--- src/hckr_pkg.sv ---
package hckr_pkg;

  // Register stages: three front stages, then one per hue quotient bit.
  localparam int unsigned FRONT_STAGES = 3;
  localparam int unsigned HUE_BITS     = 13;
  localparam int unsigned SAT_BITS     = 8;
  localparam int unsigned NSTG         = FRONT_STAGES + HUE_BITS;

  // Configuration register indexes.
  localparam logic [1:0] REG_HUE_LOW   = 2'd0;
  localparam logic [1:0] REG_HUE_HIGH  = 2'd1;
  localparam logic [1:0] REG_VALUE_MIN = 2'd2;

  localparam logic [8:0] HUE_LOW_RST   = 9'd88;
  localparam logic [8:0] HUE_HIGH_RST  = 9'd175;
  localparam logic [7:0] VALUE_MIN_RST = 8'd120;

  // Which channel holds the maximum.
  localparam logic [1:0] SEC_GREY  = 2'd0;
  localparam logic [1:0] SEC_RED   = 2'd1;
  localparam logic [1:0] SEC_GREEN = 2'd2;
  localparam logic [1:0] SEC_BLUE  = 2'd3;

  typedef struct packed {
    logic [NSTG-1:0] en;
    logic [NSTG-1:0] vld;
  } pipe_ctl_t;

  typedef struct packed {
    logic [23:0]       fg;
    logic [23:0]       bg;
    logic [7:0]        mx;
    logic [7:0]        mn;
    logic [1:0]        sec;
    logic signed [8:0] diff;
  } st_a_t;

  typedef struct packed {
    logic [23:0] fg;
    logic [23:0] bg;
    logic [7:0]  mx;
    logic [7:0]  d;
    logic        grey;
    logic [10:0] m;
  } st_b_t;

  typedef struct packed {
    logic [23:0] fg;
    logic [23:0] bg;
    logic [7:0]  mx;
    logic [7:0]  d;
    logic        grey;
    logic [16:0] n;
    logic [16:0] lo_p;
    logic [16:0] hi_p;
    logic [15:0] sd;
  } st_c_t;

  typedef struct packed {
    logic [23:0]         fg;
    logic [23:0]         bg;
    logic [7:0]          mx;
    logic [7:0]          d;
    logic                grey;
    logic                key;
    logic [7:0]          hrem;
    logic [HUE_BITS-1:0] hq;
    logic [7:0]          srem;
    logic [SAT_BITS-1:0] sq;
  } st_div_t;

  // One restoring division step: returns the quotient bit above the new remainder.
  // The remainder stays below the divisor, so it fits in eight bits.
  function automatic logic [8:0] div_step(input logic [7:0] rem, input logic b,
                                          input logic [7:0] dv);
    logic [8:0] t;
    logic [8:0] s;
    t = {rem, b};
    s = t - {1'b0, dv};
    if (t >= {1'b0, dv}) begin
      div_step = {1'b1, s[7:0]};
    end else begin
      div_step = {1'b0, t[7:0]};
    end
  endfunction

endpackage

--- src/hsv_chroma_key_replace.sv ---
// HSV chroma key with background replacement.
// Input stream (in_*): each word carries a foreground pixel and the background
// pixel at the same position. Output stream (out_*): each word carries the
// composited pixel, the foreground hue in sixteenths of a degree, saturation
// and value; out_tuser is high when the pixel was keyed and replaced.
// Configuration (cfg_*): hue low bound, hue high bound and value threshold,
// written by index; cfg_ready is always high. Write only while no word is in
// flight. Indexes beyond the list are ignored.
// Throughput is one word per clock while out_tready stays high. There are
// sixteen register stages and the first loads at the accepting edge: three
// stages find max/min, the hue numerator and the key-range products, then
// thirteen stages each produce one hue quotient bit by restoring division
// (saturation shares the first eight of them).
// Reset clears every stage's valid bit and loads the default key range.
// When the receiver holds out_tready low, the last stage holds its word and
// earlier stages keep filling until every stage is occupied; in_tready then
// drops. No word is lost or repeated.
module hsv_chroma_key_replace (
  input  logic        clk,
  input  logic        rst_n,
  input  logic        in_tvalid,
  output logic        in_tready,
  // fg_red, fg_green, fg_blue, bg_red, bg_green, bg_blue from bit 0 up
  input  logic [47:0] in_tdata,
  output logic        out_tvalid,
  input  logic        out_tready,
  // out_red, out_green, out_blue, hue_sixteenths, saturation, brightness,
  // three zero bits, from bit 0 up
  output logic [55:0] out_tdata,
  // keyed
  output logic        out_tuser,
  input  logic        cfg_valid,
  output logic        cfg_ready,
  input  logic [1:0]  cfg_index,
  input  logic [8:0]  cfg_data
);

  localparam int unsigned FS = hckr_pkg::FRONT_STAGES;
  localparam int unsigned HB = hckr_pkg::HUE_BITS;

  hckr_pkg::pipe_ctl_t ctl;

  logic [8:0] hue_low_r;
  logic [8:0] hue_high_r;
  logic [7:0] value_min_r;

  hckr_pkg::st_a_t   a_r, a_nxt;
  hckr_pkg::st_b_t   b_r, b_nxt;
  hckr_pkg::st_c_t   c_r, c_nxt;
  hckr_pkg::st_div_t dv_r [HB];

  logic [7:0] fr, fgn, fb;

  hckr_pipe_ctl u_ctl (
    .clk       (clk),
    .rst_n     (rst_n),
    .in_valid  (in_tvalid),
    .out_ready (out_tready),
    .in_ready  (in_tready),
    .ctl       (ctl)
  );

  // Configuration registers.
  assign cfg_ready = 1'b1;

  always_ff @(posedge clk) begin
    if (!rst_n) begin
      hue_low_r   <= hckr_pkg::HUE_LOW_RST;
      hue_high_r  <= hckr_pkg::HUE_HIGH_RST;
      value_min_r <= hckr_pkg::VALUE_MIN_RST;
    end else if (cfg_valid) begin
      unique case (cfg_index)
        hckr_pkg::REG_HUE_LOW:   hue_low_r   <= cfg_data;
        hckr_pkg::REG_HUE_HIGH:  hue_high_r  <= cfg_data;
        hckr_pkg::REG_VALUE_MIN: value_min_r <= cfg_data[7:0];
        default: ;
      endcase
    end
  end

  // Stage A: maximum, minimum, dominant channel and the hue difference term.
  assign fr  = in_tdata[7:0];
  assign fgn = in_tdata[15:8];
  assign fb  = in_tdata[23:16];

  always_comb begin
    a_nxt.fg = in_tdata[23:0];
    a_nxt.bg = in_tdata[47:24];
    priority if (fr == fgn && fr == fb) begin
      a_nxt.sec  = hckr_pkg::SEC_GREY;
      a_nxt.mx   = fr;
      a_nxt.mn   = fr;
      a_nxt.diff = '0;
    end else if (fr >= fgn && fr >= fb) begin
      a_nxt.sec  = hckr_pkg::SEC_RED;
      a_nxt.mx   = fr;
      a_nxt.mn   = (fgn < fb) ? fgn : fb;
      a_nxt.diff = $signed({1'b0, fgn}) - $signed({1'b0, fb});
    end else if (fgn >= fr && fgn >= fb) begin
      a_nxt.sec  = hckr_pkg::SEC_GREEN;
      a_nxt.mx   = fgn;
      a_nxt.mn   = (fr < fb) ? fr : fb;
      a_nxt.diff = $signed({1'b0, fb}) - $signed({1'b0, fr});
    end else begin
      a_nxt.sec  = hckr_pkg::SEC_BLUE;
      a_nxt.mx   = fb;
      a_nxt.mn   = (fr < fgn) ? fr : fgn;
      a_nxt.diff = $signed({1'b0, fr}) - $signed({1'b0, fgn});
    end
  end

  always_ff @(posedge clk) begin
    if (ctl.en[0]) begin
      a_r <= a_nxt;
    end
  end

  // Stage B: hue numerator over sixty, M = sector offset * d + difference.
  logic [7:0]         d_b;
  logic [10:0]        off_b;
  logic signed [11:0] m_b;

  always_comb begin
    d_b = a_r.mx - a_r.mn;
    unique case (a_r.sec)
      hckr_pkg::SEC_RED:   off_b = a_r.diff[8] ? ({1'b0, d_b, 2'b0} + {2'b0, d_b, 1'b0})
                                              : 11'd0;
      hckr_pkg::SEC_GREEN: off_b = {2'b0, d_b, 1'b0};
      hckr_pkg::SEC_BLUE:  off_b = {1'b0, d_b, 2'b0};
      default:             off_b = 11'd0;
    endcase
    m_b = $signed({1'b0, off_b}) + {{3{a_r.diff[8]}}, a_r.diff};
    b_nxt.fg   = a_r.fg;
    b_nxt.bg   = a_r.bg;
    b_nxt.mx   = a_r.mx;
    b_nxt.d    = d_b;
    b_nxt.grey = (a_r.sec == hckr_pkg::SEC_GREY);
    b_nxt.m    = m_b[10:0];
  end

  always_ff @(posedge clk) begin
    if (ctl.en[1]) begin
      b_r <= b_nxt;
    end
  end

  // Stage C: numerator N = 60*M, key-range products and the saturation dividend.
  always_comb begin
    c_nxt.fg   = b_r.fg;
    c_nxt.bg   = b_r.bg;
    c_nxt.mx   = b_r.mx;
    c_nxt.d    = b_r.d;
    c_nxt.grey = b_r.grey;
    c_nxt.n    = {b_r.m, 6'b0} - {4'b0, b_r.m, 2'b0};
    c_nxt.lo_p = {8'b0, hue_low_r} * {9'b0, b_r.d};
    c_nxt.hi_p = {8'b0, hue_high_r} * {9'b0, b_r.d};
    c_nxt.sd   = {b_r.d, 8'b0} - {8'b0, b_r.d};
  end

  always_ff @(posedge clk) begin
    if (ctl.en[2]) begin
      c_r <= c_nxt;
    end
  end

  // Division stages. The dividend 16*N is below d * 2^13 and d*255 is below
  // mx * 2^8, so the top bits already form a remainder below the divisor.
  for (genvar j = 0; j < HB; j++) begin : g_div
    hckr_pkg::st_div_t src;
    hckr_pkg::st_div_t nxt;
    logic [8:0]        hs;
    logic [8:0]        ss;

    if (j == 0) begin : g_first
      always_comb begin
        src.fg   = c_r.fg;
        src.bg   = c_r.bg;
        src.mx   = c_r.mx;
        src.d    = c_r.d;
        src.grey = c_r.grey;
        src.key  = !c_r.grey && (c_r.n > c_r.lo_p) && (c_r.n < c_r.hi_p) &&
                   (c_r.mx > value_min_r);
        src.hrem = c_r.n[16:9];
        src.hq   = {c_r.n[8:0], 4'b0};
        src.srem = c_r.sd[15:8];
        src.sq   = c_r.sd[7:0];
      end
    end else begin : g_next
      assign src = dv_r[j-1];
    end

    always_comb begin
      nxt = src;
      hs  = hckr_pkg::div_step(src.hrem, src.hq[HB-1], src.d);
      ss  = hckr_pkg::div_step(src.srem, src.sq[hckr_pkg::SAT_BITS-1], src.mx);
      nxt.hrem = hs[7:0];
      nxt.hq   = {src.hq[HB-2:0], hs[8]};
      if (j < hckr_pkg::SAT_BITS) begin
        nxt.srem = ss[7:0];
        nxt.sq   = {src.sq[hckr_pkg::SAT_BITS-2:0], ss[8]};
      end
    end

    always_ff @(posedge clk) begin
      if (ctl.en[FS+j]) begin
        dv_r[j] <= nxt;
      end
    end
  end

  // Output word, taken straight from the last stage.
  hckr_pkg::st_div_t last;
  logic [23:0]       pix;
  logic [12:0]       hue;
  logic [7:0]        sat;

  assign last = dv_r[HB-1];
  assign pix  = last.key ? last.bg : last.fg;
  assign hue  = last.grey ? 13'd0 : last.hq;
  assign sat  = last.grey ? 8'd0 : last.sq;

  assign out_tvalid = ctl.vld[hckr_pkg::NSTG-1];
  assign out_tdata  = {3'b0, last.mx, sat, hue, pix};
  assign out_tuser  = last.key;

endmodule

--- src/hckr_pipe_ctl.sv ---
module hckr_pipe_ctl (
  input  logic               clk,
  input  logic               rst_n,
  input  logic               in_valid,
  input  logic               out_ready,
  output logic               in_ready,
  output hckr_pkg::pipe_ctl_t ctl
);

  logic [hckr_pkg::NSTG-1:0] vld_r;
  logic [hckr_pkg::NSTG-1:0] vld_nxt;
  logic [hckr_pkg::NSTG-1:0] en;

  // A stage may load when it is empty or when the stage after it moves on,
  // so bubbles close up while the receiver stalls.
  always_comb begin
    en[hckr_pkg::NSTG-1] = !vld_r[hckr_pkg::NSTG-1] || out_ready;
    for (int k = hckr_pkg::NSTG - 2; k >= 0; k--) begin
      en[k] = !vld_r[k] || en[k+1];
    end
  end

  always_comb begin
    vld_nxt[0] = en[0] ? in_valid : vld_r[0];
    for (int k = 1; k < hckr_pkg::NSTG; k++) begin
      vld_nxt[k] = en[k] ? vld_r[k-1] : vld_r[k];
    end
  end

  always_ff @(posedge clk) begin
    if (!rst_n) begin
      vld_r <= '0;
    end else begin
      vld_r <= vld_nxt;
    end
  end

  assign in_ready = en[0];
  assign ctl.en   = en;
  assign ctl.vld  = vld_r;

endmodule

--- config.mk ---
export PLATFORM = sky130hd
export DESIGN_NAME = hsv_chroma_key_replace
export DESIGN_NICKNAME = d
export VERILOG_FILES = /design/src/hckr_pkg.sv /design/src/hsv_chroma_key_replace.sv /design/src/hckr_pipe_ctl.sv
export SDC_FILE = /design/constraint.sdc
export NUM_CORES = 2
export LEC_CHECK = 0
export BUFFER_PORTS_ARGS = -buffer_cell sky130_fd_sc_hd__buf_2
export CORE_MARGIN = 2
export CORE_UTILIZATION = 50
export DETAILED_ROUTE_END_ITERATION = 8
export PLACE_DENSITY = 0.66
export SLEW_MARGIN = 20
export SYNTH_ARGS = -nofsm -noshare
export SYNTH_HDL_FRONTEND = slang
export SYNTH_SLANG_ARGS = --single-unit
--- constraint.sdc ---
create_clock -name clk -period 14.78 [get_ports clk]
set_input_delay 1.478 -clock clk [delete_from_list [all_inputs] [get_ports clk]]
set_output_delay 1.478 -clock clk [all_outputs]
set_load 0.02 [all_outputs]
# Word-level counts from Yosys, hierarchy flattened
# Memories as Yosys holds them, arrays and structs flattened.
# Index checks and enable logic that the tools add are counted.
# totals
regBits,325
ramBits,1339
input_bits,64
output_inout_bits,60
word_cells,214
n_memories,1
# op_classes
add_sub_neg,29
mul,2
order_cmp,31
eq_ne,7
mux,58
reduce_logical,45
# memory_table
memory,words,width,read_ports,rd_ports_with_merged_regs,write_ports,line_no,text
dv_r,13,103,13,0,13,hsv_chroma_key_replace.sv:50,hckr_pkg::st_div_t dv_r [HB];
# ops
operator,count
9-bit by 8-bit >= comparator with 1-bit output,21
9-bit two-way mux,21
8-bit subtractor,22
27-bit two-way mux,3
9-bit by 8-bit multiplier with 17-bit output,2
11-bit one-hot mux with 3 select lines,1
8-bit >= comparator,4
8-bit two-way mux,4
8-bit by 8-bit subtractor with 9-bit output,3
1-bit two-way mux,26
8-bit less-than comparator,3
24-bit two-way mux,1
17-bit > comparator,1
1-bit zero test,17
17-bit less-than comparator,1
17-bit by 13-bit subtractor with 17-bit output,1
8-bit equality test,2
1-bit logical OR,16
16-bit by 8-bit subtractor with 16-bit output,1
13-bit two-way mux,1
10-bit by 9-bit adder with 11-bit output,1
11-bit adder,1
11-bit two-way mux,1
8-bit > comparator,1
6 further kinds,17

# Depth between registers and ports, before layout
# logic_depth
word_depth,17
depth_mapped,19
depth_no_buf,19

# Hierarchy
# A second synthesis with hierarchy kept.
# hier_totals
hier_cells,4098
area_unflattened_um2,64551.9
# modules_own_cells
module,n_inst,cells_per_inst,area_per_inst_um2,seq_area_each_um2
hsv_chroma_key_replace,1,4014,63855.0,45293.4
hckr_pipe_ctl,1,84,696.9,320.3

# Worst setup path before layout
# OpenSTA, ideal clock, no wires.
# synth_timing
kind,input-to-output
from,input out_tready
to,output in_tready
t_arrival_ns,8.006
required_time_ns,13.302
slack_ns,5.296
path_stages,9
n_path_buf,0
cell_sequence,nor2b_1 > inv_1 > nor2_1 > and2_1 > inv_1 > nor3_1 > and3_1 > and2_1 > nand2_1
# synth_rtl
item,line_no,text
"start, declared",hsv_chroma_key_replace.sv:26,"input logic out_tready,"
"end, declared",hsv_chroma_key_replace.sv:22,"output logic in_tready,"

==> impl_metrics.json <==
{
  "outcome": "completed",
  "setup_total_negative_slack_ns": 0,
  "critPathLaunchType": "input pin",
  "synth_sequential_area_ratio_pct": 71.01,
  "worst-path-max-fanout": 41,
  "grt_start_max_net_pins": 86,
  "critPathKind": "in -> out",
  "synth-compound-area-share_pct": 5.123,
  "synth_cell_type_count": 87,
  "detail_route.wl_per_cell_um": 17.03,
  "core-area_um2": 127500,
  "die_area_um2": 131400,
  "grt_antenna_before_repair": 2,
  "clock_tree.htree_level_count": 4,
  "cts_tree": "built",
  "cts_sinks": 1533,
  "clockRootBuffer": "sky130_fd_sc_hd__clkbuf_16",
  "p_switching_mw": 5.586,
  "power_frac_clock_pct": 21.7,
  "post_synth_and_or_nand_nor_area_fraction_pct": 6.001,
  "hold_buffers": 0,
  "fmax_ghz": 0.1464,
  "timing_hold_violations_final": 0,
  "worst-slew-pin-transition_ns": 1.073,
  "grt_first_pass_wirelength_um": 166500,
  "p_leak_nw": 28.92,
  "clk_pin_slew_ns": 0.06,
  "pin_count": 124,
  "wirelength_um": 103500,
  "cts_setup_buffers": 0,
  "crit_path_end_kind": "output pin",
  "insertion_delay_ns": 0.76,
  "drt_pre_antenna_iters": 9,
  "max-cap-violations": 0,
  "place_inst": 5807,
  "first_global_vias": 31134,
  "vias": 30846,
  "synthesized_instance_count": 4058,
  "detailedRoute.firstIterationViolations": 1781,
  "relSlewSlack_pct": 28.45,
  "numPortBuffers": 119,
  "synth-edff-count": 1491,
  "synth_area_leader_cell": "sky130_fd_sc_hd__edfxtp_1",
  "yosys_register_bits": 1533,
  "ys_warn_count": 0,
  "filler_cell_count": 9810,
  "avgViaCountPerCell": 5.074,
  "timing.critical_path.required_ns": 13.30,
  "peakVddDrop_mv": 0.2054,
  "internal-power_mw": 11.61,
  "tritoncts.num_buffers": 149,
  "initial_utilization_pct": 50.37,
  "ant_nets": 0,
  "nets": 4806,
  "fin_crit_sh_pct": 46.20,
  "synth_largest_type_area_fraction_pct": 69.70,
  "fin_crit_period_ns": 6.829,
  "share_comb_of_total_power_pct": 38.7,
  "synth.cells.most_frequent": "sky130_fd_sc_hd__edfxtp_1, sky130_fd_sc_hd__inv_1, sky130_fd_sc_hd__ha_1",
  "areal_power_density_over_the_cells_nw_per_um2": 239.3,
  "netlist_area_um2": 64230,
  "arrival_ns": 5.35,
  "remaining_drc_errors": 0,
  "slew_viol_final": 0,
  "synth_xor_area_share_pct": 1.839,
  "chipHeight_um": 362.4,
  "cts.path.max_buffers": 3,
  "layout-area-overhead-vs-synth_pct": 11.90,
  "synthesis.area_per_instance_um2": 15.83,
  "place_congestion": 0.8430,
  "synth_top_family_by_area": "adder cells",
  "fp-row-count": 131,
  "ys_flop_type": "sky130_fd_sc_hd__edfxtp_1",
  "gr-total-overflow": 0,
  "worstHoldPathType": "reg -> reg",
  "gr-usage-all-layers_pct": 16.15,
  "detailedPlacementHpwl_um": 70600,
  "share_seq_of_total_power_pct": 39.7,
  "ctsResizeCount": 0,
  "synthMostInstantiatedCell": "sky130_fd_sc_hd__edfxtp_1",
  "synthAdderAreaFrac_pct": 9.942,
  "synthMuxAreaShare_pct": 2.990,
  "grt_setup_unrepaired": "false",
  "fin_worst_skew_ns": 0.04014,
  "netSwitchingFraction_pct": 32.48,
  "ys_async_sr_fraction_pct": 0,
  "yosys-top-cells-area": "sky130_fd_sc_hd__edfxtp_1, sky130_fd_sc_hd__ha_1, sky130_fd_sc_hd__fa_1",
  "post_layout_nonfiller_instances": 6079,
  "fraction_of_layout_cells_with_a_size_suffix_above_1_pct": 12.20,
  "n_antenna_cell": 0,
  "die_width_um": 362.4,
  "setup_viol": 0
}
==> routing by layer <==
layer / vias up / routed length [µm] / track usage [%]
li1: 15231 / - / -
met1: 14876 / 45830 / 21.02
met2: 543 / 50460 / 27.35
met3: 196 / 4148 / 2.687
met4: 0 / 3071 / 5.988
met5: - / 0 / 0
==> metrics by stage <==
step	setup WS (ns)	hold slack, ns	area [µm²]	power [mW]	util (%)
after floorplan	5.296	0.4003	64240	12.02	-
after global placement	8.046	0.4000	66900	13.41	52.46
after detailed placement	8.002	0.4045	66900	13.57	52.46
after CTS	7.951	0.3878	71840	17.39	56.34
after global routing	7.677	0.3991	71880	18.54	56.36
final	7.951	0.3935	71880	17.20	56.36
==> final timing paths <==
| path | startpoint | to | slack (ns) | depth (start not counted) |
|---|---|---|---|---|
| max | out_tready | in_tready | 7.95 | 11 |
| min | dv_r[0][232] | dv_r[0][336] | 0.39 | 0 |
| max reg2reg | a_r[19] | b_r[10] | 9.78 | 19 |
| min reg2reg | dv_r[0][232] | dv_r[0][336] | 0.39 | 0 |
==> worst max-delay path: stages <==
cell and delay, ns:
sky130_fd_sc_hd__buf_2 0.11, sky130_fd_sc_hd__nor2b_1 0.43, sky130_fd_sc_hd__clkinv_2 0.13, sky130_fd_sc_hd__nor2_1 0.26, sky130_fd_sc_hd__and2_1 0.32, sky130_fd_sc_hd__clkinv_2 0.59, sky130_fd_sc_hd__nor3_1 0.94, sky130_fd_sc_hd__and3_1 0.35
sky130_fd_sc_hd__and2_1 0.29, sky130_fd_sc_hd__nand2_4 0.20, sky130_fd_sc_hd__buf_2 0.22
==> registers in the layout, summed over array words and instances (netlist names) <==
name	count
c_r	129
hue_high_r	9
b_r	76
dv_r	1211
value_min_r	8
hue_low_r	9
u_ctl.vld_r	16
a_r	75
==> area by class of cell <==
cell class	count	area, µm²	share of cell area [%]
Inverter	457	1728	2.404
Tap cell	1662	2079	2.893
Clock inverter	85	997.2	1.387
Multi-Input combinational cell	2012	16710	23.24
Timing Repair Buffer	144	810.8	1.128
Sequential cell	1533	45610	63.46
Clock buffer	186	3940	5.482
==> power groups by stage <==
stage               Combinational (mW)  Sequential, mW  Clock, mW
finish                            6.65            6.82       3.72
global route                      7.60            6.94       4.00
CTS                               6.72            6.84       3.83
detailed placement                6.65            6.93          0
global placement                  6.52            6.89          0
floorplan                         5.35            6.67          0
==> layout by cell type, fill, tap and decap left out, types with 8 or more instances in the layout <==
cell type                      n
sky130_fd_sc_hd__edfxtp_1   1491
sky130_fd_sc_hd__inv_1       447
sky130_fd_sc_hd__ha_1        336
sky130_fd_sc_hd__nor2_1      203
sky130_fd_sc_hd__nand2_1     173
sky130_fd_sc_hd__o21ai_0     156
sky130_fd_sc_hd__clkbuf_16   151
sky130_fd_sc_hd__mux2_2      119
sky130_fd_sc_hd__buf_2       119
sky130_fd_sc_hd__fa_1        109
sky130_fd_sc_hd__nor2b_1      96
sky130_fd_sc_hd__xnor2_1      92
sky130_fd_sc_hd__a21oi_1      88
sky130_fd_sc_hd__and2_1       87
sky130_fd_sc_hd__mux2i_1      58
sky130_fd_sc_hd__a21o_1       49
sky130_fd_sc_hd__nand4_1      47
sky130_fd_sc_hd__a21boi_0     45
sky130_fd_sc_hd__nand2b_1     42
sky130_fd_sc_hd__dfxtp_1      42
sky130_fd_sc_hd__xor2_1       36
sky130_fd_sc_hd__clkbuf_1     32
sky130_fd_sc_hd__o21a_1       31
sky130_fd_sc_hd__clkinv_2     30
sky130_fd_sc_hd__nand3_1      29
sky130_fd_sc_hd__clkinv_1     29
sky130_fd_sc_hd__nor3_1       23
sky130_fd_sc_hd__a211oi_1     22
sky130_fd_sc_hd__buf_4        22
sky130_fd_sc_hd__a2bb2oi_2    15
sky130_fd_sc_hd__nor4b_1      15
sky130_fd_sc_hd__bufinv_16    14
sky130_fd_sc_hd__or3_1         9
sky130_fd_sc_hd__a31oi_1       8
sky130_fd_sc_hd__a222oi_1      8
==> kinds of logic after synthesis <==
| kind of cell | Yosys count |
|---|---|
| compound gates | 488 |
| fa+ha+maj | 445 |
| mux | 177 |
| flops | 1533 |
| xor+xnor | 131 |
| simple gates | 767 |
| buf+inv | 515 |
| other cells | 2 |
Note: power is estimated with default switching activity, not from simulation.
